$ cat config.mk
export PLATFORM = sky130hd
export DESIGN_NAME = timestamped_packet_queue_late_drop
export DESIGN_NICKNAME = d
export VERILOG_FILES = /design/src/design/tpqld_pkg.sv /design/src/design/timestamped_packet_queue_late_drop.sv
export SDC_FILE = /design/constraint.sdc
export NUM_CORES = 2
export LEC_CHECK = 0
export BUFFER_PORTS_ARGS = -buffer_cell sky130_fd_sc_hd__buf_2
export CORE_AREA = 5 5 271 538
export CTS_CLUSTER_SIZE = 40
export DETAILED_ROUTE_END_ITERATION = 7
export DIE_AREA = 0 0 276 543
export PLACE_DENSITY = 0.74
export SLEW_MARGIN = 20
export SYNTH_ARGS = -nofsm -noshare
export SYNTH_HDL_FRONTEND = slang
export SYNTH_SLANG_ARGS = --single-unit
$ cat constraint.sdc
create_clock -name clk_i -period 41 [get_ports clk_i]
set_input_delay 2.05 -clock clk_i [delete_from_list [all_inputs] [get_ports clk_i]]
set_output_delay 2.05 -clock clk_i [all_outputs]
set_load 0.005 [all_outputs]
$ cat src/design/tpqld_pkg.sv
`timescale 1ns / 1ps
// ----------------------------------------------------------------------------
// tpqld_pkg
// Shared types and constants of the timestamped packet queue.
// ----------------------------------------------------------------------------
package tpqld_pkg;

  localparam int QUEUE_DEPTH = 16;
  localparam int PTR_W       = $clog2(QUEUE_DEPTH);
  localparam int CNT_W       = $clog2(QUEUE_DEPTH + 1);
  localparam int REF_W       = 16;

  localparam int IN_DATA_W   = 88;
  localparam int OUT_DATA_W  = 320;

  localparam logic [31:0] MAX32 = 32'hFFFF_FFFF;
  localparam logic [47:0] MAX48 = 48'hFFFF_FFFF_FFFF;

  localparam logic signed [20:0] LATE_RESET  = -21'sd30000;
  localparam logic [19:0]        EARLY_RESET = 20'd30000;
  localparam logic [19:0]        SLEEP_RESET = 20'd15000;

  typedef enum logic [1:0] {
    REG_LATE  = 2'd0,
    REG_EARLY = 2'd1,
    REG_SLEEP = 2'd2
  } reg_idx_e;

  typedef enum logic [1:0] {
    REQ_ADD   = 2'd0,
    REQ_GET   = 2'd1,
    REQ_CLEAR = 2'd2
  } req_e;

  typedef enum logic [2:0] {
    STAT_ADDED   = 3'd0,
    STAT_FULL    = 3'd1,
    STAT_RETURN  = 3'd2,
    STAT_NONE    = 3'd3,
    STAT_CLEARED = 3'd4
  } status_e;

  typedef enum logic [1:0] {
    ST_IDLE,
    ST_EXEC,
    ST_EVAL,
    ST_DONE
  } state_e;

  function automatic logic [31:0] sat_inc32(input logic [31:0] x);
    sat_inc32 = (x == MAX32) ? x : x + 32'd1;
  endfunction

  function automatic logic [PTR_W-1:0] ptr_next(input logic [PTR_W-1:0] p);
    ptr_next = (p == PTR_W'(QUEUE_DEPTH - 1)) ? '0 : p + PTR_W'(1);
  endfunction

endpackage

$ cat src/design/timestamped_packet_queue_late_drop.sv
`timescale 1ns / 1ps
// ----------------------------------------------------------------------------
// timestamped_packet_queue_late_drop
// Jitter queue of packet references with late drop and saturating statistics.
//   Requests enter on s_axis, one result beat per request leaves on m_axis;
//   tuser carries the request kind in and the status out. Add appends to a
//   16-entry ring, get examines the head against the request time, clear
//   empties the ring and zeroes the statistics.
//   Add, clear, unused kinds and a get on an empty queue go from the exec
//   state straight to done. A get on a non-empty queue reads the head in
//   exec and compares it in eval; each late head is discarded and the next
//   is read and compared in turn, until a packet is returned, an early head
//   stops a get without wait, or the discards empty the queue.
//   s_axis_tready is high only while idle. The result sits in an output
//   register, so the next request may be accepted while it waits on a
//   stalled receiver; a later result waits in the done state until the
//   register frees.
//   Reset empties the queue, zeroes the statistics and loads the limits with
//   -30000 / 30000 / 15000 us; the entry store is not cleared. Limits are to
//   be written over the APB port while the block is idle; it does not check this.
// ----------------------------------------------------------------------------
module timestamped_packet_queue_late_drop (
  input  logic                            clk_i,
  input  logic                            rst_ni,
  // tdata: packet_ref[15:0], arrival_time[47:16], request_time[79:48],
  //        with_wait[80], zero pad[87:81]
  input  logic [tpqld_pkg::IN_DATA_W-1:0] s_axis_tdata,
  // tuser: req_type[1:0]
  input  logic [1:0]                      s_axis_tuser,
  input  logic                            s_axis_tvalid,
  output logic                            s_axis_tready,
  // tdata: out_packet_ref[15:0], packet_stamp[47:16], sleep_time[78:48],
  //        skipped_now[83:79], skip_total[115:84], wait_total[147:116],
  //        frame_total[179:148], null_total[211:180], wait_sum[259:212],
  //        delay_sum[307:260], queue_level[312:308], zero pad[319:313]
  output logic [tpqld_pkg::OUT_DATA_W-1:0] m_axis_tdata,
  // tuser: status[2:0]
  output logic [2:0]                      m_axis_tuser,
  output logic                            m_axis_tvalid,
  input  logic                            m_axis_tready,
  input  logic                            psel,
  input  logic                            penable,
  input  logic                            pwrite,
  input  logic [3:0]                      paddr,
  input  logic [31:0]                     pwdata,
  output logic [31:0]                     prdata,
  output logic                            pready
);

  localparam int PW = tpqld_pkg::PTR_W;
  localparam int CW = tpqld_pkg::CNT_W;
  localparam int RW = tpqld_pkg::REF_W;

  // Configuration
  logic signed [20:0] late_q;
  logic [19:0]        early_q, sleep_min_q;
  logic               cfg_we;

  // Control state
  tpqld_pkg::state_e state_q, state_d;
  logic [PW-1:0]     head_q, head_d, tail_q, tail_d;
  logic [CW-1:0]     fill_q, fill_d;
  logic [31:0]       skip_cnt_q, skip_cnt_d, wait_cnt_q, wait_cnt_d;
  logic [31:0]       frame_cnt_q, frame_cnt_d, null_cnt_q, null_cnt_d;
  logic [47:0]       wait_acc_q, wait_acc_d, delay_acc_q, delay_acc_d;
  logic              out_valid_q, out_valid_d;

  // Request and working registers
  logic [1:0]        req_q, req_d;
  logic [RW-1:0]     in_ref_q, in_ref_d;
  logic [31:0]       arr_q, arr_d, now_q, now_d;
  logic              wait_q, wait_d;
  tpqld_pkg::status_e status_q, status_d;
  logic [RW-1:0]     oref_q, oref_d;
  logic [31:0]       stamp_q, stamp_d;
  logic [30:0]       sleep_q, sleep_d;
  logic [CW-1:0]     skipped_q, skipped_d;

  logic [tpqld_pkg::OUT_DATA_W-1:0] out_data_q, out_data_d;
  logic [2:0]                       out_user_q, out_user_d;

  // Entry store
  logic [RW-1:0] mem_ref_q   [tpqld_pkg::QUEUE_DEPTH];
  logic [31:0]   mem_stamp_q [tpqld_pkg::QUEUE_DEPTH];
  logic [RW-1:0] rd_ref_q;
  logic [31:0]   rd_stamp_q;
  logic          mem_we;

  // Head evaluation and shared accumulator
  logic [31:0]        diff;
  logic signed [32:0] d_s, early_s, late_s, sleep_s;
  logic               is_early, late_hit, sleep_hit;
  logic [31:0]        late_mag;
  logic               acc_sel;
  logic [47:0]        acc_a, acc_b, acc_sum;
  logic [48:0]        acc_raw;

  assign pready = 1'b1;
  assign cfg_we = psel & penable & pwrite;

  always_ff @(posedge clk_i or negedge rst_ni) begin
    if (!rst_ni) begin
      late_q      <= tpqld_pkg::LATE_RESET;
      early_q     <= tpqld_pkg::EARLY_RESET;
      sleep_min_q <= tpqld_pkg::SLEEP_RESET;
    end else if (cfg_we) begin
      case (paddr[3:2])
        tpqld_pkg::REG_LATE:  late_q      <= pwdata[20:0];
        tpqld_pkg::REG_EARLY: early_q     <= pwdata[19:0];
        tpqld_pkg::REG_SLEEP: sleep_min_q <= pwdata[19:0];
        default: ;
      endcase
    end
  end

  always_comb begin
    case (paddr[3:2])
      tpqld_pkg::REG_LATE:  prdata = {{11{late_q[20]}}, late_q};
      tpqld_pkg::REG_EARLY: prdata = {12'd0, early_q};
      tpqld_pkg::REG_SLEEP: prdata = {12'd0, sleep_min_q};
      default:              prdata = '0;
    endcase
  end

  // Head compare: signed wrapping difference against the limits
  assign diff      = rd_stamp_q - now_q;
  assign d_s       = {diff[31], diff};
  assign early_s   = {13'd0, early_q};
  assign late_s    = {{12{late_q[20]}}, late_q};
  assign sleep_s   = {13'd0, sleep_min_q};
  assign is_early  = (d_s >= early_s);
  assign late_hit  = !is_early && (d_s <= late_s);
  assign sleep_hit = wait_q && (d_s > sleep_s);
  assign late_mag  = diff[31] ? (32'd0 - diff) : diff;

  // One saturating 48-bit adder serves both sums
  assign acc_sel = late_hit;
  assign acc_a   = acc_sel ? delay_acc_q : wait_acc_q;
  assign acc_b   = acc_sel ? {16'd0, late_mag} : {17'd0, diff[30:0]};
  assign acc_raw = {1'b0, acc_a} + {1'b0, acc_b};
  assign acc_sum = (acc_raw > {1'b0, tpqld_pkg::MAX48}) ? tpqld_pkg::MAX48 : acc_raw[47:0];

  assign s_axis_tready = (state_q == tpqld_pkg::ST_IDLE);

  always_comb begin
    state_d     = state_q;
    head_d      = head_q;
    tail_d      = tail_q;
    fill_d      = fill_q;
    skip_cnt_d  = skip_cnt_q;
    wait_cnt_d  = wait_cnt_q;
    frame_cnt_d = frame_cnt_q;
    null_cnt_d  = null_cnt_q;
    wait_acc_d  = wait_acc_q;
    delay_acc_d = delay_acc_q;
    req_d       = req_q;
    in_ref_d    = in_ref_q;
    arr_d       = arr_q;
    now_d       = now_q;
    wait_d      = wait_q;
    status_d    = status_q;
    oref_d      = oref_q;
    stamp_d     = stamp_q;
    sleep_d     = sleep_q;
    skipped_d   = skipped_q;
    out_data_d  = out_data_q;
    out_user_d  = out_user_q;
    mem_we      = 1'b0;
    out_valid_d = out_valid_q && !m_axis_tready;

    case (state_q)
      tpqld_pkg::ST_IDLE: begin
        if (s_axis_tvalid) begin
          req_d     = s_axis_tuser;
          in_ref_d  = s_axis_tdata[15:0];
          arr_d     = s_axis_tdata[47:16];
          now_d     = s_axis_tdata[79:48];
          wait_d    = s_axis_tdata[80];
          status_d  = tpqld_pkg::STAT_NONE;
          oref_d    = '0;
          stamp_d   = '0;
          sleep_d   = '0;
          skipped_d = '0;
          state_d   = tpqld_pkg::ST_EXEC;
        end
      end

      tpqld_pkg::ST_EXEC: begin
        state_d = tpqld_pkg::ST_DONE;
        case (req_q)
          tpqld_pkg::REQ_ADD: begin
            if (fill_q == CW'(tpqld_pkg::QUEUE_DEPTH)) begin
              status_d = tpqld_pkg::STAT_FULL;
            end else begin
              mem_we   = 1'b1;
              tail_d   = tpqld_pkg::ptr_next(tail_q);
              fill_d   = fill_q + CW'(1);
              status_d = tpqld_pkg::STAT_ADDED;
            end
          end
          tpqld_pkg::REQ_GET: begin
            if (fill_q == '0) begin
              null_cnt_d = tpqld_pkg::sat_inc32(null_cnt_q);
              status_d   = tpqld_pkg::STAT_NONE;
            end else begin
              // head entry is read this cycle, evaluated next
              state_d = tpqld_pkg::ST_EVAL;
            end
          end
          tpqld_pkg::REQ_CLEAR: begin
            head_d      = '0;
            tail_d      = '0;
            fill_d      = '0;
            skip_cnt_d  = '0;
            wait_cnt_d  = '0;
            frame_cnt_d = '0;
            null_cnt_d  = '0;
            wait_acc_d  = '0;
            delay_acc_d = '0;
            status_d    = tpqld_pkg::STAT_CLEARED;
          end
          default: status_d = tpqld_pkg::STAT_NONE;
        endcase
      end

      tpqld_pkg::ST_EVAL: begin
        stamp_d = rd_stamp_q;
        if (is_early && !wait_q) begin
          null_cnt_d = tpqld_pkg::sat_inc32(null_cnt_q);
          status_d   = tpqld_pkg::STAT_NONE;
          state_d    = tpqld_pkg::ST_DONE;
        end else if (late_hit) begin
          // discard and go look at the next head
          head_d      = tpqld_pkg::ptr_next(head_q);
          fill_d      = fill_q - CW'(1);
          skipped_d   = skipped_q + CW'(1);
          skip_cnt_d  = tpqld_pkg::sat_inc32(skip_cnt_q);
          delay_acc_d = acc_sum;
          state_d     = tpqld_pkg::ST_EXEC;
        end else begin
          if (sleep_hit) begin
            sleep_d    = diff[30:0];
            wait_acc_d = acc_sum;
            wait_cnt_d = tpqld_pkg::sat_inc32(wait_cnt_q);
          end
          frame_cnt_d = tpqld_pkg::sat_inc32(frame_cnt_q);
          oref_d      = rd_ref_q;
          head_d      = tpqld_pkg::ptr_next(head_q);
          fill_d      = fill_q - CW'(1);
          status_d    = tpqld_pkg::STAT_RETURN;
          state_d     = tpqld_pkg::ST_DONE;
        end
      end

      tpqld_pkg::ST_DONE: begin
        if (!out_valid_q || m_axis_tready) begin
          out_data_d  = {7'd0, 5'(fill_q), delay_acc_q, wait_acc_q, null_cnt_q,
                         frame_cnt_q, wait_cnt_q, skip_cnt_q, 5'(skipped_q),
                         sleep_q, stamp_q, 16'(oref_q)};
          out_user_d  = status_q;
          out_valid_d = 1'b1;
          state_d     = tpqld_pkg::ST_IDLE;
        end
      end

      default: state_d = tpqld_pkg::ST_IDLE;
    endcase
  end

  always_ff @(posedge clk_i or negedge rst_ni) begin
    if (!rst_ni) begin
      state_q     <= tpqld_pkg::ST_IDLE;
      head_q      <= '0;
      tail_q      <= '0;
      fill_q      <= '0;
      skip_cnt_q  <= '0;
      wait_cnt_q  <= '0;
      frame_cnt_q <= '0;
      null_cnt_q  <= '0;
      wait_acc_q  <= '0;
      delay_acc_q <= '0;
      out_valid_q <= 1'b0;
    end else begin
      state_q     <= state_d;
      head_q      <= head_d;
      tail_q      <= tail_d;
      fill_q      <= fill_d;
      skip_cnt_q  <= skip_cnt_d;
      wait_cnt_q  <= wait_cnt_d;
      frame_cnt_q <= frame_cnt_d;
      null_cnt_q  <= null_cnt_d;
      wait_acc_q  <= wait_acc_d;
      delay_acc_q <= delay_acc_d;
      out_valid_q <= out_valid_d;
    end
  end

  always_ff @(posedge clk_i) begin
    req_q      <= req_d;
    in_ref_q   <= in_ref_d;
    arr_q      <= arr_d;
    now_q      <= now_d;
    wait_q     <= wait_d;
    status_q   <= status_d;
    oref_q     <= oref_d;
    stamp_q    <= stamp_d;
    sleep_q    <= sleep_d;
    skipped_q  <= skipped_d;
    out_data_q <= out_data_d;
    out_user_q <= out_user_d;
  end

  // Entry store: written at the tail, head read registered every cycle
  always_ff @(posedge clk_i) begin
    if (mem_we) begin
      mem_ref_q[tail_q]   <= in_ref_q;
      mem_stamp_q[tail_q] <= arr_q;
    end
    rd_ref_q   <= mem_ref_q[head_q];
    rd_stamp_q <= mem_stamp_q[head_q];
  end

  assign m_axis_tdata  = out_data_q;
  assign m_axis_tuser  = out_user_q;
  assign m_axis_tvalid = out_valid_q;

endmodule

==> metrics.md <==
| Metric | Value |
|---|---|
| Worst-Skew Late Latency | 0.80 ns |
| VDD IR max | 0.0746 mV |
| ANT nets after route | 0 |
| Final hold viol count | 0 |
| Setup TNS | 0 ns |
| CP Capture Type | flip-flop |
| Outcome | finished clean |
| Total I/O pin count | 491 |
| Seq/Total Area, Yosys | approximately two thirds |
| Maximum clock path buffer count | 4 |
| CTS tree | done |
| Clk slew on worst S/H paths | 0.06 ns |
| RSZ-0062 raised after global routing | no |
| Post-synth ARST share | 18.8% |
| Post-synthesis cell type count | 95 |
| Crit path top cell by count | buf_4 |
| Share of cells above drive strength 1 | between 10% and 20% |
| Post_cts resized | 0 |
| Synth Flop Type | edfxtp_1 |
| Fmax | around 90 MHz |
| Routed vias/inst | around 5.7 |
| Reg area | 46200 um2 |
| Worst Clk Skew | 0.0795 ns |
| Syn_area_per_cell | 14.2 um2 |
| Initial core utilization | around 48% |
| Fillers | 11279 |
| Core Region | 141000 um2 |
| Hold-fix buffer count after cts | 0 |
| Fin. max-slew vios | 0 |
| Post-route clock period utilization | 27.3% |
| #FFs+latches synth | 1603 |
| Critical path fanouts, max | 49 |
| Port buffer count | 462 |
| Post-Syn Instances | 4736 |
| Crit Path Category | flip-flop to flip-flop |
| Total CTS buffers | 146 |
| First-pass iteration count of the detailed router | 8 |
| Final instance area | approximately 76000 um2 |
| CP arrival | roughly 12 ns |
| Root buf cell | clkbuf_16 |
| Final Wtd Congestion | 0.888 |
| Nets | 5481 |
| Routed WL per cell | 23.5 um |
| Hold Crit Class | flip-flop to flip-flop |
| Total die area | 150000 um2 |
| Antenna violations before repair | 12 |
| Initial DRC count | 3460 |
| Routed WL | 168 mm |
| # rows | 195 |
| PwrDens | ~76 nW/um2 |
| Slew margin rel. | around a quarter |
| Crit-path slowest cell | mux2_4 |
| # Post-CTS Setup Buffers | 0 |
| Detailed placer's ending HPWL | 108 mm |
| Max cap viols | 0 |
| Htree depth | 4 |
| Die X | 276 um |
| Placed Area | 71700 um2 |
| Die Y | between 500 and 600 um |
| Total GRT Usage | between 20% and 30% |
| Vias | roughly 41000 |
| TritonCTS sink count | about 1600 |
| Leakage | between 20 and 30 nW |
| Pin count of the biggest net entering global routing | 132 |
| Setup crit start kind | flip-flop |
| Crit-path max cell delay | roughly 0.7 ns |
| Critical Path RT | 41.66 ns |
| Syn. warnings | 0 |
| First-pass GRT wire length | approximately 250 mm |
| Cell Area, Synth | 67300 um2 |
| Final Setup Violations | 0 |
| EDFF count, synth | 1254 |
| Min Tclk post-route | 11.18 ns |
| Multi-input gate area | slightly below 20000 um2 |
| Area Overhead vs Synth | 13.4% |
| Global route total overflow | 0 |
| # DRC | 0 |
| Vias in the first global route | between 40000 and 50000 |
| Worst slew pin tran | 1.12 ns |
-- where the power goes --
| group | switching, mW | total [mW] | internal, mW | leakage [nW] |
|---|---|---|---|---|
| Clock | 0.583 | 1.32 | 0.739 | 2.25 |
| Combinational | 1.40 | 2.21 | 0.810 | 9.96 |
| Sequential | 0.178 | 2.30 | 2.12 | 15.8 |
| Total | 2.16 | 5.83 | 3.67 | 28.0 |
-- cells by family after synthesis --
| kind of cell | after synthesis | share of synthesized area [%] |
|---|---|---|
| AND/OR/NAND/NOR | 1180 | 8.49 |
| XOR/XNOR | 215 | 2.80 |
| adder cells (fa/ha/maj) | 157 | 2.94 |
| multiplexers | 344 | 7.04 |
| flip-flops | 1603 | 68.6 |
| buffers and inverters | 391 | 2.43 |
| other | 2 | 0.0112 |
| AO/OA/AOI/OAI | 844 | 7.67 |
-- state kept, by name (all words and copies together) (netlist names), 20 cells and up --
signal	count
mem_stamp_q	512
mem_ref_q	256
now_q	32
early_q	20
rd_stamp_q	32
null_cnt_q	32
delay_acc_q	48
frame_cnt_q	32
m_axis_tdata	313
sleep_q	31
arr_q	32
wait_acc_q	48
sleep_min_q	20
wait_cnt_q	32
stamp_q	32
skip_cnt_q	32
late_q	21
-- worst paths after layout --
| kind | slack [ns] | cells after the start | start | endpoint |
|---|---|---|---|---|
| worst max-delay path | 29.82 | 37 | now_q[0] | wait_acc_q[12] |
| worst min register to register | 0.38 | 0 | oref_q[5] | m_axis_tdata[5] |
| max in group asynchronous | 36.98 | 4 | rst_ni | null_cnt_q[5] |
| worst max register to register | 29.82 | 37 | now_q[0] | wait_acc_q[12] |
| min in group asynchronous | 1.22 | 1 | rst_ni | wait_acc_q[5] |
| worst min-delay path | 0.38 | 0 | oref_q[5] | m_axis_tdata[5] |
-- cells in the mapped netlist, types with 44 or more instances --
cell      instances  area, um2
inv_1           155        582
dfxtp_1          48        961
a21oi_1         182        911
edfxtp_1       1254      37700
nand3_1          98        490
mux2i_1         174       1740
a22oi_1          51        383
o21ai_0         377       1890
clkbuf_1        142        533
nor3_1           51        255
and3_1           44        275
nand2_1         435       1630
mux4_2           96       2160
mux2_2           73        822
xor2_1          102        893
dfrtp_1         276       6910
a221oi_1         52        455
xnor2_1         113        990
nor2_1          250        938
nand4_1          54        338
and2_1           92        576
ha_1            155       1940
-- worst max-delay path, delay by kind of cell (launching register included) --
family                     cells  cell delay (ns)
buffers and inverters          6             1.20
adders and majority gates      5             1.36
DFF                            1             0.49
xor gates and xnor gates       1             0.56
and+or+nand+nor               11             3.13
AOI/OAI and AO/OA             13             3.56
muxes                          1             0.68
-- metrics by stage --
| stage | total power, mW | utilization [%] | cells | setup slack, ns | hold WS [ns] |
|---|---|---|---|---|---|
| 2_1_floorplan | 3.82 | - | 4742 | 23.90 | 0.400 |
| 4_1_cts | 5.87 | 54.1 | 7169 | 30.05 | 0.382 |
| 3_5_place_dp | 4.54 | 50.9 | 6914 | 30.11 | 0.405 |
| 6_report | 5.83 | 54.1 | 7177 | 29.82 | 0.377 |
| 3_3_place_gp | 4.49 | 50.9 | 6914 | 30.24 | 0.404 |
| 5_1_grt | 6.17 | 54.1 | 7172 | 29.47 | 0.379 |
-- routing by layer --
| metal | vias up | share of wire (%) | GRT usage [%] | wire length (um) |
|---|---|---|---|---|
| met2 | 1734 | 52 | 39.7 | 87700 |
| li1 | 18549 | - | - | - |
| met4 | 4 | 4.0 | 8.09 | 6680 |
| met5 | - | 0.015 | 0 | 25 |
| met1 | 20417 | 37 | 26.6 | 62100 |
| met3 | 349 | 7.0 | 3.15 | 11900 |
-- layout by cell type (no fill, tap or decap), types with 21 or more instances in the layout --
master     Yosys  layout
ha_1         155     154
xor2_1       102     102
nand4_1       54      54
or3_1         27      26
and3_1        44      44
xnor2_1      113     113
mux2i_1      174     174
buf_2         22     461
inv_1        155     155
nand2_1      435     434
nand3_1       98      98
a22oi_1       51      51
clkbuf_16      0     149
and2_1        92      90
nor3_1        51      46
a21o_1        38      37
edfxtp_1    1254    1254
buf_4         21      72
dfstp_2       25      25
a21oi_1      182     181
dfxtp_1       48      48
dfrtp_1      276     272
mux4_2        96      96
a221oi_1      52      52
nor4_1        21      21
nor2_1       250     237
o21ai_0      377     377
mux2_2        73      73
clkbuf_1     142      29
-- area by class of cell --
type,count,area share [%]
repair buffers,535,3.78
flip-flops and latches,1603,60.5
inverters,157,0.772
clock buffers,190,5.24
diodes,8,0.0262
clock inverters,65,0.774
well taps,1871,3.07
multi-input cells,2748,25.8
(Power assumes the default switching activity.)
